===== config.mk =====
export PLATFORM = sky130hd
export DESIGN_NAME = json_string_unescape_utf8_core
export DESIGN_NICKNAME = d
export VERILOG_FILES = /design/src/rtl/jsu_pkg.sv /design/src/rtl/jsu_front.sv /design/src/rtl/jsu_queue.sv /design/src/rtl/jsu_back.sv /design/src/rtl/json_string_unescape_utf8_core.sv
export SDC_FILE = /design/constraint.sdc
export NUM_CORES = 1
export LEC_CHECK = 0
export BUFFER_PORTS_ARGS = -buffer_cell sky130_fd_sc_hd__buf_2
export CAP_MARGIN = 30
export CORE_ASPECT_RATIO = 1.2
export CORE_UTILIZATION = 68
export CTS_BUF_LIST = sky130_fd_sc_hd__clkbuf_4 sky130_fd_sc_hd__clkbuf_8 sky130_fd_sc_hd__clkbuf_16
export DETAILED_ROUTE_END_ITERATION = 10
export PLACE_DENSITY = 0.94
export SYNTH_ARGS = -nofsm -noshare
export SYNTH_HDL_FRONTEND = slang
export SYNTH_SLANG_ARGS = --single-unit

===== constraint.sdc =====
create_clock -name clock -period 9.85 [get_ports clock]
set_input_delay 1.97 -clock clock [delete_from_list [all_inputs] [get_ports clock]]
set_output_delay 1.97 -clock clock [all_outputs]
set_load 0.05 [all_outputs]

===== src/rtl/jsu_pkg.sv =====
// Shared types, constants and helper functions for the JSON string unescape core.
// Used by jsu_front, jsu_queue, jsu_back and the top level. No dependencies.
`default_nettype none
package jsu_pkg;

   localparam int unsigned JOB_BYTES   = 6;
   localparam int unsigned QUEUE_DEPTH = 4;
   localparam int unsigned QPTR_W      = $clog2(QUEUE_DEPTH);
   localparam int unsigned QCNT_W      = $clog2(QUEUE_DEPTH + 1);

   typedef enum logic [1:0] {
      PH_IDLE,
      PH_STR,
      PH_ESC,
      PH_HEX
   } phase_type;

   localparam logic [2:0] ERR_NONE        = 3'd0;
   localparam logic [2:0] ERR_NO_OPEN     = 3'd1;
   localparam logic [2:0] ERR_UNTERM_STR  = 3'd2;
   localparam logic [2:0] ERR_UNTERM_ESC  = 3'd3;
   localparam logic [2:0] ERR_TRUNC_UNI   = 3'd4;
   localparam logic [2:0] ERR_BAD_HEX     = 3'd5;
   localparam logic [2:0] ERR_UNKNOWN_ESC = 3'd6;

   localparam logic [7:0] CH_QUOTE  = 8'h22;
   localparam logic [7:0] CH_BSLASH = 8'h5C;
   localparam logic [7:0] CH_U      = 8'h75;

   // bytes[0] goes out first
   typedef struct packed {
      logic [JOB_BYTES-1:0][7:0] bytes;
      logic [2:0]                n_bytes;
      logic                      has_status;
      logic                      done;
      logic [2:0]                err;
   } job_type;

   typedef struct packed {
      logic empty;
      logic full;
   } qstat_type;

   typedef struct packed {
      logic [3:0][7:0] bytes;
      logic [2:0]      n;
   } utf8_type;

   function automatic utf8_type utf8_encode(input logic [20:0] cp);
      utf8_type r;
      r = '0;
      if (cp < 21'h80) begin
         r.bytes[0] = cp[7:0];
         r.n        = 3'd1;
      end else if (cp < 21'h800) begin
         r.bytes[0] = {3'b110, cp[10:6]};
         r.bytes[1] = {2'b10, cp[5:0]};
         r.n        = 3'd2;
      end else if (cp < 21'h10000) begin
         r.bytes[0] = {4'b1110, cp[15:12]};
         r.bytes[1] = {2'b10, cp[11:6]};
         r.bytes[2] = {2'b10, cp[5:0]};
         r.n        = 3'd3;
      end else begin
         r.bytes[0] = {5'b11110, cp[20:18]};
         r.bytes[1] = {2'b10, cp[17:12]};
         r.bytes[2] = {2'b10, cp[11:6]};
         r.bytes[3] = {2'b10, cp[5:0]};
         r.n        = 3'd4;
      end
      return r;
   endfunction

   // {valid, value}
   function automatic logic [4:0] hex_digit(input logic [7:0] c);
      logic [7:0] t;
      t = 8'd0;
      if (c >= 8'h30 && c <= 8'h39) begin
         t = c - 8'h30;
         return {1'b1, t[3:0]};
      end else if (c >= 8'h61 && c <= 8'h66) begin
         t = c - 8'h57;
         return {1'b1, t[3:0]};
      end else if (c >= 8'h41 && c <= 8'h46) begin
         t = c - 8'h37;
         return {1'b1, t[3:0]};
      end
      return 5'd0;
   endfunction

   // {known, mapped byte}
   function automatic logic [8:0] simple_escape(input logic [7:0] c);
      logic [8:0] r;
      unique case (c)
         8'h22:   r = {1'b1, 8'h22};
         8'h5C:   r = {1'b1, 8'h5C};
         8'h2F:   r = {1'b1, 8'h2F};
         8'h62:   r = {1'b1, 8'h08};
         8'h66:   r = {1'b1, 8'h0C};
         8'h6E:   r = {1'b1, 8'h0A};
         8'h72:   r = {1'b1, 8'h0D};
         8'h74:   r = {1'b1, 8'h09};
         default: r = 9'd0;
      endcase
      return r;
   endfunction

endpackage
`default_nettype wire


===== src/rtl/jsu_front.sv =====
// Front end: accepts document bytes, tracks the string/escape/hex state and
// turns each byte into a job of up to six result bytes plus an optional status.
// Depends on jsu_pkg.
`default_nettype none
module jsu_front
   import jsu_pkg::*;
(
   input  wire logic      clock,
   input  wire logic      reset,
   input  wire logic      req_tvalid,
   output logic           req_tready,
   input  wire logic [7:0] req_tdata,   // text_byte
   input  wire logic      req_tuser,   // end_of_text
   input  wire qstat_type qstat,
   output logic           push,
   output job_type        push_job
);

   phase_type   phase_ff, phase_in;
   logic [15:0] hex_ff, hex_in;
   logic [1:0]  cnt_ff, cnt_in;
   logic [9:0]  held_ff, held_in;
   logic        hold_ff, hold_in;
   logic        in_sec_ff, in_sec_in;

   logic        accept;
   logic        pre;
   utf8_type    main_enc;
   utf8_type    flush_enc;
   logic        has_status;
   logic        done;
   logic [2:0]  err;
   logic [4:0]  hd;
   logic [8:0]  esc;
   logic [15:0] v;
   logic        v_low, v_high;
   logic [20:0] pair_cp;

   assign req_tready = !qstat.full;
   assign accept     = req_tvalid && req_tready;

   assign flush_enc = utf8_encode({5'd0, 6'b110110, held_ff});
   assign hd        = hex_digit(req_tdata);
   assign esc       = simple_escape(req_tdata);
   assign v         = {hex_ff[11:0], hd[3:0]};
   assign v_low     = (v[15:10] == 6'b110111);
   assign v_high    = (v[15:10] == 6'b110110);
   assign pair_cp   = 21'h10000 + {1'b0, held_ff, v[9:0]};

   always_comb begin
      phase_in   = phase_ff;
      hex_in     = hex_ff;
      cnt_in     = cnt_ff;
      held_in    = held_ff;
      hold_in    = hold_ff;
      in_sec_in  = in_sec_ff;
      pre        = 1'b0;
      main_enc   = '0;
      has_status = 1'b0;
      done       = 1'b0;
      err        = ERR_NONE;

      unique case (phase_ff)
         PH_STR: begin
            if (req_tuser) begin
               has_status = 1'b1;
               err        = ERR_UNTERM_STR;
            end else if (req_tdata == CH_BSLASH) begin
               phase_in  = PH_ESC;
               in_sec_in = hold_ff;
            end else if (req_tdata == CH_QUOTE) begin
               pre        = hold_ff;
               has_status = 1'b1;
               done       = 1'b1;
            end else begin
               pre            = hold_ff;
               hold_in        = 1'b0;
               held_in        = '0;
               main_enc.bytes[0] = req_tdata;
               main_enc.n     = 3'd1;
            end
         end
         PH_ESC: begin
            if (req_tuser) begin
               has_status = 1'b1;
               err        = ERR_UNTERM_ESC;
            end else if (req_tdata == CH_U) begin
               phase_in = PH_HEX;
               hex_in   = '0;
               cnt_in   = '0;
            end else if (!esc[8]) begin
               has_status = 1'b1;
               err        = ERR_UNKNOWN_ESC;
            end else begin
               pre            = hold_ff;
               hold_in        = 1'b0;
               held_in        = '0;
               in_sec_in      = 1'b0;
               main_enc.bytes[0] = esc[7:0];
               main_enc.n     = 3'd1;
               phase_in       = PH_STR;
            end
         end
         PH_HEX: begin
            if (req_tuser) begin
               has_status = 1'b1;
               err        = ERR_TRUNC_UNI;
            end else if (!hd[4]) begin
               has_status = 1'b1;
               err        = ERR_BAD_HEX;
            end else if (cnt_ff != 2'd3) begin
               hex_in = v;
               cnt_in = cnt_ff + 2'd1;
            end else begin
               if (in_sec_ff && hold_ff && v_low) begin
                  main_enc = utf8_encode(pair_cp);
                  hold_in  = 1'b0;
                  held_in  = '0;
               end else begin
                  if (in_sec_ff && hold_ff) begin
                     pre     = 1'b1;
                     hold_in = 1'b0;
                     held_in = '0;
                  end
                  // a high surrogate waits for a possible low half
                  if (v_high) begin
                     hold_in = 1'b1;
                     held_in = v[9:0];
                  end else begin
                     main_enc = utf8_encode({5'd0, v});
                  end
               end
               in_sec_in = 1'b0;
               hex_in    = '0;
               cnt_in    = '0;
               phase_in  = PH_STR;
            end
         end
         default: begin
            if (!req_tuser && req_tdata == CH_QUOTE) begin
               phase_in = PH_STR;
            end else begin
               has_status = 1'b1;
               err        = ERR_NO_OPEN;
            end
         end
      endcase

      // errors and the closing quote return everything to reset
      if (has_status) begin
         phase_in  = PH_IDLE;
         hex_in    = '0;
         cnt_in    = '0;
         held_in   = '0;
         hold_in   = 1'b0;
         in_sec_in = 1'b0;
      end
   end

   always_comb begin
      push_job            = '0;
      push_job.has_status = has_status;
      push_job.done       = done;
      push_job.err        = err;
      if (err != ERR_NONE) begin
         push_job.n_bytes = 3'd0;
      end else if (pre) begin
         push_job.bytes[0] = flush_enc.bytes[0];
         push_job.bytes[1] = flush_enc.bytes[1];
         push_job.bytes[2] = flush_enc.bytes[2];
         push_job.bytes[3] = main_enc.bytes[0];
         push_job.bytes[4] = main_enc.bytes[1];
         push_job.bytes[5] = main_enc.bytes[2];
         push_job.n_bytes  = 3'd3 + main_enc.n;
      end else begin
         push_job.bytes[0] = main_enc.bytes[0];
         push_job.bytes[1] = main_enc.bytes[1];
         push_job.bytes[2] = main_enc.bytes[2];
         push_job.bytes[3] = main_enc.bytes[3];
         push_job.n_bytes  = main_enc.n;
      end
   end

   assign push = accept && (has_status || pre || (main_enc.n != 3'd0));

   always_ff @(posedge clock) begin
      if (reset) begin
         phase_ff  <= PH_IDLE;
         hex_ff    <= '0;
         cnt_ff    <= '0;
         held_ff   <= '0;
         hold_ff   <= 1'b0;
         in_sec_ff <= 1'b0;
      end else if (accept) begin
         phase_ff  <= phase_in;
         hex_ff    <= hex_in;
         cnt_ff    <= cnt_in;
         held_ff   <= held_in;
         hold_ff   <= hold_in;
         in_sec_ff <= in_sec_in;
      end
   end

endmodule
`default_nettype wire


===== src/rtl/jsu_queue.sv =====
// Short job queue between the front end and the result serialiser.
// Depends on jsu_pkg.
`default_nettype none
module jsu_queue
   import jsu_pkg::*;
(
   input  wire logic    clock,
   input  wire logic    reset,
   input  wire logic    push,
   input  wire job_type push_job,
   input  wire logic    pop,
   output job_type      head_job,
   output qstat_type    qstat
);

   job_type             slot_ff [QUEUE_DEPTH];
   logic [QPTR_W-1:0]   wr_ff, wr_in;
   logic [QPTR_W-1:0]   rd_ff, rd_in;
   logic [QCNT_W-1:0]   cnt_ff, cnt_in;
   logic                do_push, do_pop;

   assign qstat.empty = (cnt_ff == '0);
   assign qstat.full  = (cnt_ff == QCNT_W'(QUEUE_DEPTH));
   assign do_push     = push && !qstat.full;
   assign do_pop      = pop && !qstat.empty;
   assign head_job    = slot_ff[rd_ff];

   always_comb begin
      wr_in  = do_push ? wr_ff + QPTR_W'(1) : wr_ff;
      rd_in  = do_pop ? rd_ff + QPTR_W'(1) : rd_ff;
      cnt_in = cnt_ff;
      if (do_push && !do_pop) begin
         cnt_in = cnt_ff + QCNT_W'(1);
      end else if (!do_push && do_pop) begin
         cnt_in = cnt_ff - QCNT_W'(1);
      end
   end

   always_ff @(posedge clock) begin
      if (reset) begin
         wr_ff  <= '0;
         rd_ff  <= '0;
         cnt_ff <= '0;
      end else begin
         wr_ff  <= wr_in;
         rd_ff  <= rd_in;
         cnt_ff <= cnt_in;
      end
   end

   always_ff @(posedge clock) begin
      if (do_push) begin
         slot_ff[wr_ff] <= push_job;
      end
   end

endmodule
`default_nettype wire


===== src/rtl/jsu_back.sv =====
// Back end: walks the head job one result per cycle, while the receiver takes
// results, into a registered result channel. Depends on jsu_pkg.
`default_nettype none
module jsu_back
   import jsu_pkg::*;
(
   input  wire logic      clock,
   input  wire logic      reset,
   input  wire job_type   head_job,
   input  wire qstat_type qstat,
   output logic           pop,
   output logic           rsp_tvalid,
   input  wire logic      rsp_tready,
   output logic [7:0]     rsp_tdata,   // out_byte
   output logic [4:0]     rsp_tuser,   // byte_valid, string_done, error_code[2:0]
   output logic           rsp_tlast
);

   logic [2:0] pos_ff, pos_in;
   logic       vld_ff, vld_in;
   logic [7:0] byte_ff, byte_in;
   logic       bval_ff, bval_in;
   logic       done_ff, done_in;
   logic [2:0] err_ff, err_in;
   logic       last_ff, last_in;
   logic       load;
   logic [2:0] total;

   assign load  = !qstat.empty && (!vld_ff || rsp_tready);
   assign total = head_job.n_bytes + {2'b00, head_job.has_status};

   always_comb begin
      byte_in = 8'd0;
      bval_in = 1'b0;
      done_in = 1'b0;
      err_in  = ERR_NONE;
      if (pos_ff < head_job.n_bytes) begin
         byte_in = head_job.bytes[pos_ff];
         bval_in = 1'b1;
      end else begin
         done_in = head_job.done;
         err_in  = head_job.err;
      end
      last_in = (pos_ff == total - 3'd1);
      pop     = load && last_in;
      pos_in  = pos_ff;
      if (load) begin
         pos_in = last_in ? 3'd0 : pos_ff + 3'd1;
      end
      vld_in = load ? 1'b1 : (rsp_tready ? 1'b0 : vld_ff);
   end

   always_ff @(posedge clock) begin
      if (reset) begin
         pos_ff <= '0;
         vld_ff <= 1'b0;
      end else begin
         pos_ff <= pos_in;
         vld_ff <= vld_in;
      end
   end

   always_ff @(posedge clock) begin
      if (load) begin
         byte_ff <= byte_in;
         bval_ff <= bval_in;
         done_ff <= done_in;
         err_ff  <= err_in;
         last_ff <= last_in;
      end
   end

   assign rsp_tvalid = vld_ff;
   assign rsp_tdata  = byte_ff;
   assign rsp_tuser  = {err_ff, done_ff, bval_ff};
   assign rsp_tlast  = last_ff;

endmodule
`default_nettype wire


===== src/rtl/json_string_unescape_utf8_core.sv =====
// JSON string unescape core: one document byte in, decoded UTF-8 bytes out.
// Instantiates jsu_front, jsu_queue and jsu_back; depends on jsu_pkg.
//
// Input channel req_*: one document byte per transfer in req_tdata, with
// req_tuser set to mark end of text. Result channel rsp_*: one result per
// transfer; rsp_tdata is the decoded byte, rsp_tuser carries byte_valid,
// string_done and the error code, rsp_tlast marks the final result of the
// input byte that caused it. Bytes such as the opening quote, a backslash,
// hex digits and a held high surrogate produce no result.
// Results of a byte pass through the job queue and then the result register.
// Throughput: one input byte per cycle while the receiver takes results and
// each byte yields at most one result; a byte with n results (up to 6, e.g. a
// flushed surrogate then a three-byte character) holds the serialiser until
// all n are out; the four-entry job queue absorbs such bursts so input flows.
// Reset (synchronous, active high) returns to idle awaiting an opening quote
// and empties the queue. When the receiver stalls, the result register holds;
// the front keeps accepting bytes until the queue is full, then drops
// req_tready.
`default_nettype none
module json_string_unescape_utf8_core
   import jsu_pkg::*;
(
   input  wire logic       clock,
   input  wire logic       reset,
   input  wire logic       req_tvalid,
   output logic            req_tready,
   input  wire logic [7:0] req_tdata,   // text_byte
   input  wire logic       req_tuser,   // end_of_text
   output logic            rsp_tvalid,
   input  wire logic       rsp_tready,
   output logic [7:0]      rsp_tdata,   // out_byte
   output logic [4:0]      rsp_tuser,   // byte_valid, string_done, error_code[2:0]
   output logic            rsp_tlast
);

   qstat_type qstat;
   logic      push;
   logic      pop;
   job_type   push_job;
   job_type   head_job;

   jsu_front u_front (
      .clock      (clock),
      .reset      (reset),
      .req_tvalid (req_tvalid),
      .req_tready (req_tready),
      .req_tdata  (req_tdata),
      .req_tuser  (req_tuser),
      .qstat      (qstat),
      .push       (push),
      .push_job   (push_job)
   );

   jsu_queue u_queue (
      .clock    (clock),
      .reset    (reset),
      .push     (push),
      .push_job (push_job),
      .pop      (pop),
      .head_job (head_job),
      .qstat    (qstat)
   );

   jsu_back u_back (
      .clock      (clock),
      .reset      (reset),
      .head_job   (head_job),
      .qstat      (qstat),
      .pop        (pop),
      .rsp_tvalid (rsp_tvalid),
      .rsp_tready (rsp_tready),
      .rsp_tdata  (rsp_tdata),
      .rsp_tuser  (rsp_tuser),
      .rsp_tlast  (rsp_tlast)
   );

endmodule
`default_nettype wire


==> impl_metrics.yaml <==
sta:
  slew_worst_pin_ns: 1.06
  final_critical_delay_including_setup_and_external_delays_ns: 6.01
  timing.slew.headroom: 0.295
  timing.final.ws_setup_ns: 3.84
  whs_ns: 0.474
  totalNegativeSetupSlack_ns: 0
  setup_violators_final: 0
  finalCritPeriodShare: 0.610
  final-max-slew-violation-count: 0
  timing_hold_violations_final: 0
  timing.clock.skew_ns: 0.0198
  rsz0062_at_grt: "no"
  max_clock_freq_mhz: 166
critical_path:
  critical_path.cell_chain: "buf_2 -> inv_1 -> ha_1 -> nor2_1 -> a2111o_1 -> o22ai_1 -> nand2_1 -> nor2_1 -> a31o_2 -> nand2b_1 -> ha_1 -> a21oi_1 -> or2_0 -> ha_1 -> inv_1 -> fa_1 -> xor2_1 -> or3_1 -> a21oi_1"
  crit_arrival_ns: 6.46
  top_cell_by_count_worst_path: "sky130_fd_sc_hd__ha_1"
  critPathLaunch: "req_tdata[1]"
  setup.worst_path.class: "primary input to register"
  crit_fanout: 7
  cpPeakStageDelay_ns: 0.51
  critical_path.endpoint_type: "register"
  crit_path_max_delay_cell_type: "sky130_fd_sc_hd__a2111o_1"
  setup.reg_to_reg.worst_slack_ns: 5.21
  r2r-end: "u_queue.cnt_ff[2]$_SDFFE_PP0P_"
  worst_setup_path_start_kind: "primary input"
  worst-r2r-cell-count: 14
  cp_data_required_time_ns: 10.30
  crit_end: "u_queue.cnt_ff[2]$_SDFFE_PP0P_"
routing:
  drt-total-wl_um: 31100
  drt-initial-drc-count: 1343
  route.detailed.wl_per_inst_um: 25.9
  drc: 0
  post_dr_vias_cell: 7.13
  final_antenna_net_count: 0
  detailedRoute.firstPassIterationCount: 8
  vias: 8557
clock_network:
  clock_sinks: 263
  insertion_delay_ns: 0.52
  tritoncts: "built"
  post_cts_buffers: 0
  postCtsHoldBufs: 0
  cts_repair_resize_count: 0
  cts-root-buf: "sky130_fd_sc_hd__clkbuf_16"
  ctsLongestPathBuffers: 3
  cts.reportedPaths.clkPinSlew_ns: 0.07
  clock_tree.htree_level_count: 1
  numCtsBuffers: 25
floorplanning:
  floorplan.die_area_um2: 19000
  initial_utilization: 0.692
  die-height_um: 151
  design.portCount: 29
  core_um2: 18100
  num_rows: 54
  dieWidth_um: 126
synthesis:
  postSynthNetCount: 990
  post_synth_most_frequent_cells: "222 x sky130_fd_sc_hd__edfxtp_1, 89 x sky130_fd_sc_hd__nand2_1, 62 x sky130_fd_sc_hd__nor2_1"
  synth-warning-count: 0
  synth_area_per_cell_um2: 13.1
  mappedNetlistArea_um2: 12500
  ys_ff_latch: 263
  edff_count_synth: 222
  synth_seq_area_share: 0.597
  post-synth-top-area-cell: "sky130_fd_sc_hd__edfxtp_1"
  async_reset_ff_frac: 0
  ys.flop_type: "sky130_fd_sc_hd__edfxtp_1"
  synth.most_common_cell: "sky130_fd_sc_hd__edfxtp_1"
  synth_largest_type_area_fraction: 0.532
  largest_cells_by_area_after_synthesis: "sky130_fd_sc_hd__edfxtp_1 53%, sky130_fd_sc_hd__mux4_2 11%, sky130_fd_sc_hd__dfxtp_1 6.5%, sky130_fd_sc_hd__nand2_1 2.7%, sky130_fd_sc_hd__ha_1 2.2%"
  post_synth_num_cell_types: 82
  synthesis.instances: 954
layout:
  multi_input_comb_area_um2: 4670
  final_cell_area_um2: 13600
  drive_gt1_frac: 0.164
  antenna-diode-count: 0
  final.fill_count: 1063
  finish.net_count: 994
  areaGrowthSynthToFinish_pct: 8.80
  final_core_area_utilization: 0.753
  sequential_cell_area_um2: 7490
  finalNonFillerCells: 1200
global_routing:
  overall_track_demand_over_capacity_in_global_routing: 0.339
  grt_pass1_vias: 8346
  grt_overflow: 0
  global_route_wire_length_before_repair_um: 48400
  antenna_found_initial: 0
  grt_start_max_net_pins: 53
power_and_ir_drop:
  leakagePower_nw: 4.51
  total_power_density_per_cell_area_nw_per_um2: 233
  peakVddDrop_uv: 161
  totalPowerFinal_mw: 3.18
place:
  placed_area_um2: 12800
  place.port_buffers: 28
  dpl.cell_count: 1154
  place_ws_ns: 3.40
  finalWeightedCongestion: 1.01
  dp_hpwl_um: 19900
run:
  timing.max_cap.violations: 0
min_path:
  timing.hold.worst.class: "register to register"
  worst_hold_path.num_cells: 2
run_status:
  outcome: "finished clean"
[layout make-up]
cell class                      instances  area share
Sequential cell                       263       0.549
Multi-Input combinational cell        602       0.343
Clock inverter                         15      0.0153
Clock buffer                           30      0.0486
Tap cell                              224      0.0205
Timing Repair Buffer                   37      0.0155
Inverter                               29     0.00816
[cells in the final DEF, fill, tap and decap left out, drive strengths merged, types with 5 or more instances in the layout]
cell,instances
nand2b,9
bufinv,5
dfxtp,41
clkinv,7
o21ai,41
and3,5
a21o,7
nor2,63
or3b,6
mux4,59
o41ai,6
ha,22
nand3b,7
a21oi,51
o22ai,12
nor2b,8
a221oi,5
and2,22
inv,31
clkbuf,30
a22oi,15
a31oi,10
or3,12
edfxtp,222
nor3b,6
a22o,9
or2,10
xnor2,6
nor3,19
nand2,90
nand3,23
buf,37
[cell families (layout without fill, tap and decap cells)]
group | count (synthesis) | in the layout | share of synthesized area
AOI/OAI and AO/OA | 205 | 205 | 0.109
xor gates and xnor gates | 9 | 9 | 0.00629
adders and majority gates | 23 | 23 | 0.0236
buffers and inverters | 89 | 111 | 0.0308
DFF | 263 | 263 | 0.597
muxes | 64 | 64 | 0.110
and+or+nand+nor | 301 | 301 | 0.123
[worst min path at each step]
| stage | slack, ns | start | endpoint |
|---|---|---|---|
| floorplan | 0.44 | u_front.cnt_ff[1]$_SDFFE_PP0P_ | u_front.cnt_ff[1]$_SDFFE_PP0P_ |
| global placement | 0.44 | u_front.cnt_ff[1]$_SDFFE_PP0P_ | u_front.cnt_ff[1]$_SDFFE_PP0P_ |
| detailed placement | 0.46 | u_front.cnt_ff[1]$_SDFFE_PP0P_ | u_front.cnt_ff[1]$_SDFFE_PP0P_ |
| CTS | 0.47 | u_front.cnt_ff[1]$_SDFFE_PP0P_ | u_front.cnt_ff[1]$_SDFFE_PP0P_ |
| global route | 0.49 | u_front.cnt_ff[1]$_SDFFE_PP0P_ | u_front.cnt_ff[1]$_SDFFE_PP0P_ |
| finish | 0.47 | u_back.rsp_tvalid$_SDFFE_PP0P_ | u_back.rsp_tvalid$_SDFFE_PP0P_ |
[power breakdown]
part / total [mW] / switching, mW / internal [mW] / leakage [nW]
Combinational: 0.744 / 0.466 / 0.279 / 1.56
Sequential: 1.41 / 0.0622 / 1.35 / 2.52
Clock: 1.03 / 0.413 / 0.613 / 0.426
Total: 3.18 / 0.941 / 2.24 / 4.51
[state kept, by name, indices dropped and copies added (netlist names), named ones only]
signal / flops
u_queue.cnt_ff: 3
u_back.rsp_tlast: 1
u_queue.wr_ff: 2
u_back.err_ff: 3
u_front.cnt_ff: 2
u_back.bval_ff: 1
u_queue.rd_ff: 2
u_back.rsp_tdata: 8
u_back.pos_ff: 3
u_queue.slot_ff: 208
u_front.phase_ff: 2
u_front.held_ff: 10
u_front.hold_ff: 1
u_front.hex_ff: 12
u_back.done_ff: 1
u_back.rsp_tvalid: 1
u_front.in_sec_ff: 1
[critical path: cells and delay by family]
family | cells | cell delay, ns
buf+inv | 3 | 0.31
xor+xnor | 1 | 0.18
compound gates | 5 | 1.57
simple gates | 6 | 1.35
fa+ha+maj | 4 | 1.07
[layer usage]
metal  vias up  share of wire  GRT usage
li1       3691              -          -
met1      4152           0.37      0.451
met2       586           0.49      0.572
met3       128          0.089     0.0466
met4         0          0.042      0.129
met5         -              0          0
Note: power is estimated with default switching activity, not from simulation.
